$ cat src/rtl/mbd_pkg.sv
`timescale 1ns / 1ps
`default_nettype none

package mbd_pkg;

    localparam int WEIGHT_W     = 8;
    localparam int WEIGHT_DEPTH = 128;
    localparam int POS_W        = 6;
    localparam int COEFF_W      = 12;

    localparam logic [7:0]  DC_RESET    = 8'd128;
    localparam logic [17:0] POS_LIMIT   = 18'd2047;
    localparam logic [17:0] NEG_LIMIT   = 18'd2048;

    typedef enum logic [2:0] {
        OP_LOAD_INTRA    = 3'd0,
        OP_LOAD_NONINTRA = 3'd1,
        OP_RESET_PRED    = 3'd2,
        OP_INTRA_DC      = 3'd3,
        OP_NONINTRA      = 3'd4,
        OP_AC            = 3'd5,
        OP_END           = 3'd6
    } t_op;

    typedef enum logic [2:0] {
        S_IDLE = 3'b001,
        S_MUL  = 3'b010,
        S_EMIT = 3'b100
    } t_state;

    function automatic logic [POS_W-1:0] zz_to_natural(input logic [POS_W-1:0] zz);
        logic [POS_W-1:0] pos;
        case (zz)
            6'd0:  pos = 6'd0;   6'd1:  pos = 6'd1;   6'd2:  pos = 6'd8;   6'd3:  pos = 6'd16;
            6'd4:  pos = 6'd9;   6'd5:  pos = 6'd2;   6'd6:  pos = 6'd3;   6'd7:  pos = 6'd10;
            6'd8:  pos = 6'd17;  6'd9:  pos = 6'd24;  6'd10: pos = 6'd32;  6'd11: pos = 6'd25;
            6'd12: pos = 6'd18;  6'd13: pos = 6'd11;  6'd14: pos = 6'd4;   6'd15: pos = 6'd5;
            6'd16: pos = 6'd12;  6'd17: pos = 6'd19;  6'd18: pos = 6'd26;  6'd19: pos = 6'd33;
            6'd20: pos = 6'd40;  6'd21: pos = 6'd48;  6'd22: pos = 6'd41;  6'd23: pos = 6'd34;
            6'd24: pos = 6'd27;  6'd25: pos = 6'd20;  6'd26: pos = 6'd13;  6'd27: pos = 6'd6;
            6'd28: pos = 6'd7;   6'd29: pos = 6'd14;  6'd30: pos = 6'd21;  6'd31: pos = 6'd28;
            6'd32: pos = 6'd35;  6'd33: pos = 6'd42;  6'd34: pos = 6'd49;  6'd35: pos = 6'd56;
            6'd36: pos = 6'd57;  6'd37: pos = 6'd50;  6'd38: pos = 6'd43;  6'd39: pos = 6'd36;
            6'd40: pos = 6'd29;  6'd41: pos = 6'd22;  6'd42: pos = 6'd15;  6'd43: pos = 6'd23;
            6'd44: pos = 6'd30;  6'd45: pos = 6'd37;  6'd46: pos = 6'd44;  6'd47: pos = 6'd51;
            6'd48: pos = 6'd58;  6'd49: pos = 6'd59;  6'd50: pos = 6'd52;  6'd51: pos = 6'd45;
            6'd52: pos = 6'd38;  6'd53: pos = 6'd31;  6'd54: pos = 6'd39;  6'd55: pos = 6'd46;
            6'd56: pos = 6'd53;  6'd57: pos = 6'd60;  6'd58: pos = 6'd61;  6'd59: pos = 6'd54;
            6'd60: pos = 6'd47;  6'd61: pos = 6'd55;  6'd62: pos = 6'd62;  default: pos = 6'd63;
        endcase
        return pos;
    endfunction

endpackage

`default_nettype wire

$ cat src/rtl/mbd_ram.sv
`timescale 1ns / 1ps
`default_nettype none

module mbd_ram #(
    parameter int WIDTH = 8,
    parameter int DEPTH = 128
) (
    input  wire logic                     i_clk,
    input  wire logic                     i_we,
    input  wire logic [$clog2(DEPTH)-1:0] i_waddr,
    input  wire logic [WIDTH-1:0]         i_wdata,
    input  wire logic [$clog2(DEPTH)-1:0] i_raddr,
    output logic      [WIDTH-1:0]         o_rdata
);

    logic [WIDTH-1:0] r_mem [DEPTH];

    always_ff @(posedge i_clk) begin
        if (i_we) begin
            r_mem[i_waddr] <= i_wdata;
        end
        o_rdata <= r_mem[i_raddr];
    end

endmodule

`default_nettype wire

$ cat src/rtl/mpeg1_block_dequantizer.sv
`timescale 1ns / 1ps
`default_nettype none

// Channel   Dir  Handshake            Payload
// s_axis    in   tvalid/tready        tuser: operation; tdata: component .. weight_index
// m_axis    out  tvalid/tready/tlast  tdata: coeff_index, coeff_value; tuser: error;
//                                     tlast: block_done
//
// Weight loads, predictor reset and non-intra start give no result and leave the block idle.
// Intra DC, end of block and an AC run past the block go straight to the emit state; AC goes through
// weight RAM read, product with the weight, then rounding and saturation into the output register.
// Both weight matrices share one 128-entry RAM with a registered read port.
// Reset (synchronous, active low) sets the predictors to 128 and the scan to 0.
// A result that is not taken holds the output register and stalls the next result.

module mpeg1_block_dequantizer
    import mbd_pkg::*;
(
    input  wire logic        i_clk,
    input  wire logic        i_rst_n,
    input  wire logic        s_axis_tvalid,
    output logic             s_axis_tready,
    // operation[2:0]
    input  wire logic [2:0]  s_axis_tuser,
    // component[1:0], dc_size[5:2], dc_bits[13:6], run[19:14], level[27:20],
    // negative[28], quant_scale[33:29], weight[41:34], weight_index[47:42]
    input  wire logic [47:0] s_axis_tdata,
    output logic             m_axis_tvalid,
    input  wire logic        m_axis_tready,
    // coeff_index[5:0], coeff_value[17:6], zero[23:18]
    output logic [23:0]      m_axis_tdata,
    // error[0]
    output logic [0:0]       m_axis_tuser,
    output logic             m_axis_tlast
);

    localparam int ADDR_W = $clog2(WEIGHT_DEPTH);

    t_state r_state, n_state;

    logic [6:0]         r_scan;
    logic               r_intra;
    logic [7:0]         r_pred [3];
    logic [13:0]        r_prod1;
    logic [21:0]        r_prod2;
    logic               r_neg;
    logic               r_is_ac;
    logic [POS_W-1:0]   r_res_index;
    logic [COEFF_W-1:0] r_res_value;
    logic               r_res_done;
    logic               r_res_err;
    logic               r_out_valid;
    logic [POS_W-1:0]   r_out_index;
    logic [COEFF_W-1:0] r_out_value;
    logic               r_out_done;
    logic               r_out_err;

    t_op        in_op;
    logic [1:0] in_comp;
    logic [3:0] in_size;
    logic [7:0] in_bits;
    logic [5:0] in_run;
    logic [7:0] in_level;
    logic       in_neg;
    logic [4:0] in_scale;
    logic [7:0] in_weight;
    logic [5:0] in_widx;

    assign in_op     = t_op'(s_axis_tuser);
    assign in_comp   = s_axis_tdata[1:0];
    assign in_size   = s_axis_tdata[5:2];
    assign in_bits   = s_axis_tdata[13:6];
    assign in_run    = s_axis_tdata[19:14];
    assign in_level  = s_axis_tdata[27:20];
    assign in_neg    = s_axis_tdata[28];
    assign in_scale  = s_axis_tdata[33:29];
    assign in_weight = s_axis_tdata[41:34];
    assign in_widx   = s_axis_tdata[47:42];

    logic accept;
    assign s_axis_tready = (r_state == S_IDLE);
    assign accept        = s_axis_tvalid && s_axis_tready;

    // scan position and zig-zag lookup
    logic [6:0]       scan_sum;
    logic             run_over;
    logic [POS_W-1:0] nat_pos;
    assign scan_sum = r_scan + {1'b0, in_run};
    assign run_over = (scan_sum > 7'd63);
    assign nat_pos  = zz_to_natural(scan_sum[POS_W-1:0]);

    // weight RAM: upper address bit selects the non-intra matrix
    logic              ram_we;
    logic [ADDR_W-1:0] ram_waddr;
    logic [ADDR_W-1:0] ram_raddr;
    logic [WEIGHT_W-1:0] ram_rdata;
    assign ram_we    = accept && (in_op == OP_LOAD_INTRA || in_op == OP_LOAD_NONINTRA);
    assign ram_waddr = {in_op == OP_LOAD_NONINTRA, in_widx};
    assign ram_raddr = {!r_intra, nat_pos};

    mbd_ram #(
        .WIDTH (WEIGHT_W),
        .DEPTH (WEIGHT_DEPTH)
    ) u_weights (
        .i_clk   (i_clk),
        .i_we    (ram_we),
        .i_waddr (ram_waddr),
        .i_wdata (in_weight),
        .i_raddr (ram_raddr),
        .o_rdata (ram_rdata)
    );

    // DC differential and predictor update
    logic [1:0]         dc_cc;
    logic [3:0]         dc_s;
    logic [8:0]         dc_pow;
    logic [8:0]         dc_raw;
    logic signed [10:0] dc_diff;
    logic signed [10:0] dc_sum;
    logic [7:0]         dc_new;
    logic               dc_sat;

    always_comb begin
        dc_cc   = (in_comp > 2'd2) ? 2'd2 : in_comp;
        dc_s    = (in_size > 4'd8) ? 4'd8 : in_size;
        dc_pow  = 9'd1 << dc_s;
        dc_raw  = {1'b0, in_bits} & (dc_pow - 9'd1);
        if (dc_s == 4'd0) begin
            dc_diff = 11'sd0;
        end else if (dc_raw >= {1'b0, dc_pow[8:1]}) begin
            dc_diff = $signed({2'b00, dc_raw});
        end else begin
            dc_diff = $signed({2'b00, dc_raw}) + 11'sd1 - $signed({2'b00, dc_pow});
        end
        dc_sum = $signed({3'b000, r_pred[dc_cc]}) + dc_diff;
        dc_sat = 1'b0;
        dc_new = dc_sum[7:0];
        if (dc_sum < 11'sd0) begin
            dc_new = 8'd0;
            dc_sat = 1'b1;
        end else if (dc_sum > 11'sd255) begin
            dc_new = 8'd255;
            dc_sat = 1'b1;
        end
    end

    // AC rounding and saturation
    logic [17:0]        ac_mag;
    logic [17:0]        ac_odd;
    logic [COEFF_W-1:0] ac_value;

    always_comb begin
        ac_mag = r_prod2[21:4];
        ac_odd = ac_mag;
        if (ac_mag != 18'd0 && !ac_mag[0]) begin
            ac_odd = ac_mag - 18'd1;
        end
        if (r_neg) begin
            ac_value = (ac_odd > NEG_LIMIT) ? 12'h800 : COEFF_W'(-ac_odd);
        end else begin
            ac_value = (ac_odd > POS_LIMIT) ? 12'h7FF : ac_odd[COEFF_W-1:0];
        end
    end

    logic out_free;
    assign out_free = !r_out_valid || m_axis_tready;

    always_comb begin
        n_state = r_state;
        unique case (r_state)
            S_IDLE: begin
                if (accept) begin
                    if (in_op == OP_AC && !run_over) begin
                        n_state = S_MUL;
                    end else if (in_op == OP_AC || in_op == OP_INTRA_DC || in_op == OP_END) begin
                        n_state = S_EMIT;
                    end
                end
            end
            S_MUL:  n_state = S_EMIT;
            S_EMIT: begin
                if (out_free) begin
                    n_state = S_IDLE;
                end
            end
            default: n_state = S_IDLE;
        endcase
    end

    always_ff @(posedge i_clk) begin
        if (!i_rst_n) begin
            r_state     <= S_IDLE;
            r_scan      <= 7'd0;
            r_intra     <= 1'b0;
            r_pred[0]   <= DC_RESET;
            r_pred[1]   <= DC_RESET;
            r_pred[2]   <= DC_RESET;
            r_out_valid <= 1'b0;
        end else begin
            r_state <= n_state;
            if (accept) begin
                case (in_op)
                    OP_RESET_PRED: begin
                        r_pred[0] <= DC_RESET;
                        r_pred[1] <= DC_RESET;
                        r_pred[2] <= DC_RESET;
                    end
                    OP_INTRA_DC: begin
                        r_pred[dc_cc] <= dc_new;
                        r_intra       <= 1'b1;
                        r_scan        <= 7'd1;
                    end
                    OP_NONINTRA: begin
                        r_intra <= 1'b0;
                        r_scan  <= 7'd0;
                    end
                    OP_AC: begin
                        r_scan <= run_over ? 7'd64 : scan_sum + 7'd1;
                    end
                    OP_END: begin
                        r_scan <= 7'd0;
                    end
                    default: begin
                    end
                endcase
            end
            if (r_state == S_EMIT && out_free) begin
                r_out_valid <= 1'b1;
            end else if (m_axis_tready) begin
                r_out_valid <= 1'b0;
            end
        end
    end

    // payload path
    always_ff @(posedge i_clk) begin
        if (accept) begin
            r_prod1     <= 14'({in_level, r_intra ? 1'b0 : 1'b1}) * 14'(in_scale);
            r_neg       <= in_neg;
            r_is_ac     <= (in_op == OP_AC) && !run_over;
            r_res_index <= (in_op == OP_AC && !run_over) ? nat_pos : '0;
            r_res_value <= (in_op == OP_INTRA_DC) ? {1'b0, dc_new, 3'b000} : '0;
            r_res_done  <= (in_op == OP_END);
            r_res_err   <= (in_op == OP_INTRA_DC) ? dc_sat : (in_op == OP_AC);
        end
        if (r_state == S_MUL) begin
            r_prod2 <= 22'(r_prod1) * 22'(ram_rdata);
        end
        if (r_state == S_EMIT && out_free) begin
            r_out_index <= r_res_index;
            r_out_value <= r_is_ac ? ac_value : r_res_value;
            r_out_done  <= r_res_done;
            r_out_err   <= r_is_ac ? 1'b0 : r_res_err;
        end
    end

    assign m_axis_tvalid = r_out_valid;
    assign m_axis_tdata  = {6'd0, r_out_value, r_out_index};
    assign m_axis_tuser  = r_out_err;
    assign m_axis_tlast  = r_out_done;

endmodule

`default_nettype wire

$ cat config.mk
export PLATFORM = sky130hd
export DESIGN_NAME = mpeg1_block_dequantizer
export DESIGN_NICKNAME = d
export VERILOG_FILES = /design/src/rtl/mbd_pkg.sv /design/src/rtl/mbd_ram.sv /design/src/rtl/mpeg1_block_dequantizer.sv
export SDC_FILE = /design/constraint.sdc
export NUM_CORES = 2
export LEC_CHECK = 0
export BUFFER_PORTS_ARGS = -buffer_cell sky130_fd_sc_hd__buf_2
export CORE_MARGIN = 2
export CORE_UTILIZATION = 50
export CTS_CLUSTER_DIAMETER = 80
export CTS_CLUSTER_SIZE = 20
export DETAILED_ROUTE_END_ITERATION = 16
export HOLD_SLACK_MARGIN = 0.1
export PLACE_DENSITY_LB_ADDON = 0.05
export SLEW_MARGIN = 40
export SYNTH_ARGS = -nofsm -noshare
export SYNTH_HDL_FRONTEND = slang
export SYNTH_HIERARCHICAL = 1
export SYNTH_SLANG_ARGS = --single-unit
export TNS_END_PERCENT = 50
$ cat constraint.sdc
create_clock -name i_clk -period 9.1 [get_ports i_clk]
set_input_delay 0.455 -clock i_clk [delete_from_list [all_inputs] [get_ports i_clk]]
set_output_delay 0.455 -clock i_clk [all_outputs]
set_load 0.02 [all_outputs]
Word-level counts from Yosys, hierarchy flattened
Memories as Yosys holds them, arrays and structs flattened. A register that Yosys moved wholly into a read port is not among the register bits. Index checks and enable logic that the tools add are counted.

Register bits after elaboration: 90. Output and inout port bits: 28. Bits in read-only memories: 384. Word-level logic and storage cells: 121. Bits in latches: 0. Input bits: 55. Memories kept: 3. RAM bits: 1048.

Memories: u_weights.r_mem (depth 128, width 8, read ports 1, clocked after memory_dff 1, wr ports 1, line mbd_ram.sv:16) `logic [WIDTH-1:0] r_mem [DEPTH];`; (name not given) (depth 64, width 6, read ports 1, clocked after memory_dff 0, wr ports 0, line mbd_pkg.sv:33) `case (zz)`; r_pred (depth 3, width 8, read ports 1, clocked after memory_dff 0, wr ports 3, line mpeg1_block_dequantizer.sv:43) `logic [7:0] r_pred [3];`.

Divide/modulo/power cells: 0. Magnitude comparators: 8. Reductions and logical operators: 24. Shifts and indexed selects: 1. Bitwise gates (word level): 4. Eq/ne operators: 12. Add/subtract/negate cells: 8. Multipliers: 2. Mux-type cells: 42.

Operators by type and width (count): $mux 12 (4); $mux 8 (6); $mul 14x8->22 (1); $mux 11 (2); $pmux 7 s3 (1); $gt 18x11->1 const B (1); $gt 18x12->1 const B (1); $mux 1 (18); $mux 18 (1); $reduce_bool 18->1 (1); $sub 18x1->18 const B (1); $mul 9x5->14 (1); $eq 3x3->1 const B (4); $mux 3 (4); $neg 12->12 (1); $add 9x11->11 (1); $gt 11x9->1 const B (1); $lt 11x1->1 const B (1); $sub 10x9->11 (1); $add 9x1->10 const B (1); $and 8x9->9 (1); $eq 3x2->1 const B (3); $ge 9x8->1 (1); $pmux 3 s3 (1); other kinds (27) (43).

Logic depth before layout (Yosys ltp)
Word-level depth: 14. Gate-level depth with buffers: 26. Gate-level depth less buffers: 23.

By module
The synthesis kept the hierarchy.

Modules (own cells, without submodules): mbd_ram (area an instance 39665.5 sq um, seq. area each 30909.6 sq um, instances 1, cells an instance 1635); mpeg1_block_dequantizer (area an instance 11757.5 sq um, seq. area each 3062.9 sq um, instances 1, cells an instance 1266).

Least setup slack after synthesis
OpenSTA, ideal clock, no wires.

Kind: input-to-reg. From: input s_axis_tdata[3]. To: memory r_pred[2][7], data pin. Data required time: 8.826 ns. Stages: 25. Slack: 3.755 ns. Library setup time: 0.274 ns. Arrival time: 5.071 ns. Path buffers: 3. Cell sequence: clkbuf_1 -> nor4_1 -> inv_1 -> ha_1 -> clkbuf_1 -> xnor2_1 -> and2_1 -> ha_1 -> a21o_1 -> a31oi_1 -> o21ai_0 -> o22ai_1 -> buf_1 -> xnor2_1 -> nor2_1 -> ha_1 -> inv_1 -> fa_1 -> nor2b_1 -> o31a_1 -> o211a_1 -> or2_2 -> o2bb2a_1 -> o211ai_1 -> nand3_1.

RTL lines: from (decl) (line mpeg1_block_dequantizer.sv:27) `input wire logic [47:0] s_axis_tdata,`; to (decl) (line mpeg1_block_dequantizer.sv:43).

Final worst setup path
From: register u_weights.o_rdata[2], read port of u_weights.r_mem. To: register r_prod2[21], data pin.

Longest elaborated chain between the ends: 1.

RTL lines: from (decl) (line mbd_ram.sv:13) `output logic [WIDTH-1:0] o_rdata`; $mul 14x8->22 (line mpeg1_block_dequantizer.sv:247) `r_prod2 <= 22'(r_prod1) * 22'(ram_rdata);`; to (signal assigned) (line mpeg1_block_dequantizer.sv:247); to (decl) (line mpeg1_block_dequantizer.sv:45) `logic [21:0] r_prod2;`.

Every way passes these cells. A chain may end at the register's enable or synchronous reset.

==> reports/qor.log <==
[die] initial core utilization 50.5%
[placed_design] area of placed instances 0.0538 sq mm
[synth] Synth cell types 88
[timing] Sum Neg Setup Slack 0 ns
[clock_network] number of H-tree branching levels 3
[power_and_ir_drop] Leak Pwr 18.3 nW
[drt] router iterations before antenna repair 6
[hold_path] kind of path behind the tightest hold check in -> reg
[synth] mux contribution to synthesized area 15.2%
[setup_path] category of the worst setup path launch point register
[timing] Setup violations, final 0
[synth] Synth Area in Adders 6.46%
[die] row count 117
[clock_network] clock tree root buffer cell sky130_fd_sc_hd__clkbuf_16
[clock_network] CTS tree yes
[setup_path] endpoint of the most critical register-to-register path r_prod2[21]
[setup_path] WP data required 9.47 ns
[timing] RSZ-0062 raised after global routing no
[setup_path] CP Launch Point u_weights/o_rdata[2]
[synth] combinational family with the most area after synthesis multiplexers
[layout] core occupancy in the finished layout 54.8%
[clock_network] Post-CTS Setup Repair Bufs 0
[layout] P&R area growth vs syn 8.67%
[placed_design] global placer's final weighted congestion 0.833
[placed_design] number of placed instances with taps included 4260
[drt] Post-route DRC 0
[drt] wire length reported by the detailed router 121000 microns
[power_and_ir_drop] IR drop worst, VDD 0.000747 V
[synth] area share of xor/xnor cells in the synthesized design 0.985%
[grt] number of antenna violations at the first check in global routing 9
[synth] Synth Area in Compound Gates 3.27%
[grt] via count of the first global-routing pass 27400
[grt] total gr overflow 0
[timing] min Tclk post-route 5.77 ns
[setup_path] Worst Reg-to-Reg Cells 16
[timing] Max-Slew Margin vs Limit 43.7%
[die] die extent in x 325 microns
[synth] number of register bits inferred by synthesis 1138
[layout] cell area after layout 0.0559 sq mm
[timing] Final period util 63.4%
[timing] highest clock rate 173 MHz
[grt] total global routing track utilization 23.0%
[grt] first-pass GRT wire length 180000 microns
[drt] routed via count 26700
[clock_network] Resized cells post-CTS 0
[die] number of ports placed on the die boundary 83
[power_and_ir_drop] pwr/cell area 296 mW/mm^2
[setup_path] capture point of the worst path r_prod2[21]
[layout] Final Net Count 3230
[clock_network] number of sinks driven by the clock tree 1138
[setup_path] Crit. End Element register
[clock_network] Skew-Pair Late Insertion Delay 0.67 ns
[grt] maximum number of pins on one net before global-route repair 121
[die] vertical extent of the die 325 microns
[placed_design] Port Buffers 76
[setup_path] worst reg2reg setup slack 3.33 ns
[clock_network] maximum clock path buffer count 3
[synth] basic-gate share of the synthesized area counting and, or, nand and nor cells 5.95%
[synth] Post-synth top flop sky130_fd_sc_hd__edfxtp_1
[synth] number of warnings reported in the yosys synthesis log 6
[die] area of the core 0.102 sq mm
[synth] number of enable-type register cells in the synthesized netlist 1118
[layout] filler-free cell count of the finished design 4368
[run_status] outcome finished clean
[drt] Initial DRC Count 2565
[synth] Post-Synthesis Cells 2901
[setup_path] largest fanout on the critical path 14
[setup_path] startpoint of the worst register-to-register path u_weights/o_rdata[2]
[drt] Vias per Instance 6.11
[timing] worst slew pin tran 0.841 ns
[drt] final antenna-violating net count 0
[placed_design] DP Wirelength 76800 microns
[layout] share of layout cells above drive strength 1 23.4%
[clock_network] number of buffers inserted during clock tree synthesis 69
[timing] pins over their slew limit 0
[setup_path] worst setup path class reg -> reg
[layout] Filler Cell Count 7951
[clock_network] Post-CTS Hold Fix Bufs 2
[synth] post-synthesis sequential area ratio 66.1%
[die] area of the die 0.105 sq mm
[setup_path] crit path DAT 6.15 ns
[synth] mean area per synthesized cell 17.7 sq um
[drt] routed wirelength normalized by instance count 27.6 microns
[synth] Syn Std Cell Area 0.0514 sq mm
[timing] worst setup skew after layout 0.0385 ns
[job] # Max-Cap Violations 0
[clock_network] register clock-pin slew on the reported worst setup and hold paths 0.08 ns
[timing] number of hold violations in the final report 0
[synth] share of async-settable or async-resettable flops after synthesis 0%
[cell families (layout without fill, tap and decap cells)]
group,after synthesis,count (layout)
muxes,358,358
xor gates and xnor gates,57,57
DFF,1138,1138
adders and majority gates,208,208
AOI/OAI and AO/OA,257,257
other,1,10
buffers and inverters,253,343
and+or+nand+nor,629,629
[critical path: stages, from the launching register on]
cell,delay (ns)
sky130_fd_sc_hd__dfxtp_1,0.86
sky130_fd_sc_hd__nand2_1,0.18
sky130_fd_sc_hd__fa_1,0.53
sky130_fd_sc_hd__fa_1,0.54
sky130_fd_sc_hd__inv_1,0.05
sky130_fd_sc_hd__fa_1,0.47
sky130_fd_sc_hd__inv_1,0.05
sky130_fd_sc_hd__fa_1,0.48
sky130_fd_sc_hd__inv_1,0.06
sky130_fd_sc_hd__ha_1,0.32
sky130_fd_sc_hd__o21ai_0,0.29
sky130_fd_sc_hd__a21oi_1,0.10
sky130_fd_sc_hd__o41ai_1,0.57
sky130_fd_sc_hd__or2_2,0.24
sky130_fd_sc_hd__a31oi_1,0.16
sky130_fd_sc_hd__o41ai_1,0.43
sky130_fd_sc_hd__xnor2_1,0.14
[flip-flops by register name, summed over array words and instances, names as in the netlist, 3 cells and up]
register           flops
r_out_index            6
r_out_value           12
r_pred                24
r_prod1               14
r_prod2               18
r_res_index            6
r_res_value            8
r_scan                 7
r_state                3
u_weights/o_rdata      8
u_weights/r_mem     1024
[metrics by stage]
stage                     hold WS (ns)  setup slack, ns  power, W
after floorplan                  0.400             3.76    0.0117
after global placement           0.403             3.06    0.0135
after detailed placement         0.405             3.02    0.0137
after CTS                        0.104             3.25    0.0168
after global routing             0.127             3.10    0.0177
final                            0.152             3.33    0.0165
[worst min-delay path by stage]
stage	startpoint	to	slack, ns	cells after the start
final	i_rst_n	r_state[0]	0.15	2
after global placement	r_res_index[0]	r_out_index[0]	0.40	0
after CTS	i_rst_n	r_state[0]	0.10	2
after detailed placement	r_res_index[2]	r_out_index[2]	0.40	0
after global routing	i_rst_n	r_state[0]	0.13	2
after floorplan	r_res_done	m_axis_tlast	0.40	0
[cells in the final DEF (no fill, tap or decap), types with 9 or more instances in the layout]
cell                           n
sky130_fd_sc_hd__clkbuf_16    70
sky130_fd_sc_hd__mux2i_1      11
sky130_fd_sc_hd__nor3_4        9
sky130_fd_sc_hd__nand3_1      36
sky130_fd_sc_hd__ha_1        112
sky130_fd_sc_hd__nand2b_1     15
sky130_fd_sc_hd__dfxtp_1      20
sky130_fd_sc_hd__nor2_1      100
sky130_fd_sc_hd__edfxtp_1   1118
sky130_fd_sc_hd__buf_12       10
sky130_fd_sc_hd__buf_4        42
sky130_fd_sc_hd__mux2_2       10
sky130_fd_sc_hd__buf_2        68
sky130_fd_sc_hd__o21a_1        9
sky130_fd_sc_hd__o21ai_0      47
sky130_fd_sc_hd__o211ai_1     12
sky130_fd_sc_hd__xnor2_1      40
sky130_fd_sc_hd__nor3_1       21
sky130_fd_sc_hd__inv_1       115
sky130_fd_sc_hd__or3_1        10
sky130_fd_sc_hd__xor2_1       14
sky130_fd_sc_hd__fa_1         96
sky130_fd_sc_hd__mux4_2      336
sky130_fd_sc_hd__a21oi_1      75
sky130_fd_sc_hd__nand2_1     170
sky130_fd_sc_hd__and2_1       85
sky130_fd_sc_hd__nor2b_1      26
sky130_fd_sc_hd__a31oi_1      11
sky130_fd_sc_hd__a21o_1       18
sky130_fd_sc_hd__clkbuf_1     20
sky130_fd_sc_hd__nor2_2       96
[final cells by class]
type	count	area, sq um	area share, %
diodes	4	10.0	0.0179
clock buffers	90	1830	3.27
multi-input cells	1515	16900	30.2
well taps	1368	1710	3.06
repair buffers	127	938	1.68
clock inverters	10	129	0.231
flip-flops and latches	1138	34000	60.8
inverters	116	435	0.779
[cell usage after synthesis, drive strengths merged, types with 4 or more instances]
master / n / area, sq um
a211oi: 6 / 45.0
a21boi: 5 / 37.5
a21o: 19 / 143
a21oi: 78 / 390
a22o: 5 / 43.8
a311oi: 7 / 67.6
a31oi: 12 / 75.1
and2: 87 / 544
and3: 8 / 50.1
buf: 59 / 340
clkbuf: 78 / 293
dfxtp: 20 / 400
edfxtp: 1118 / 33600
fa: 96 / 1920
ha: 112 / 1400
inv: 115 / 432
mux2: 11 / 128
mux2i: 11 / 110
mux4: 336 / 7570
nand2: 174 / 656
nand2b: 15 / 93.8
nand3: 38 / 190
nand4: 4 / 25.0
nor2: 196 / 736
nor2b: 27 / 169
nor3: 32 / 176
nor3b: 7 / 57.6
nor4: 8 / 86.3
o211ai: 13 / 103
o21a: 10 / 76.3
o21ai: 50 / 250
o21bai: 7 / 52.6
o22ai: 4 / 25.0
o31ai: 6 / 45.0
or2: 7 / 43.8
or3: 12 / 85.1
xnor2: 42 / 368
xor2: 15 / 139
[power breakdown]
part           total, W  leakage (nW)  switching [W]  internal [W]
clock network   0.00311         0.944        0.00168       0.00143
logic           0.00711          7.08        0.00389       0.00322
registers       0.00632          10.3       0.000164       0.00616
total            0.0165          18.3        0.00573        0.0108
[routing by layer]
layer	part of all wire (%)	track usage (%)	vias to the layer above
met3	5.5	3.63	140
met4	1.8	5.06	6
met5	0.034	0	-
met2	51	39.1	778
met1	41	31.7	14300
li1	-	-	11500
(Power assumes the default switching activity.)
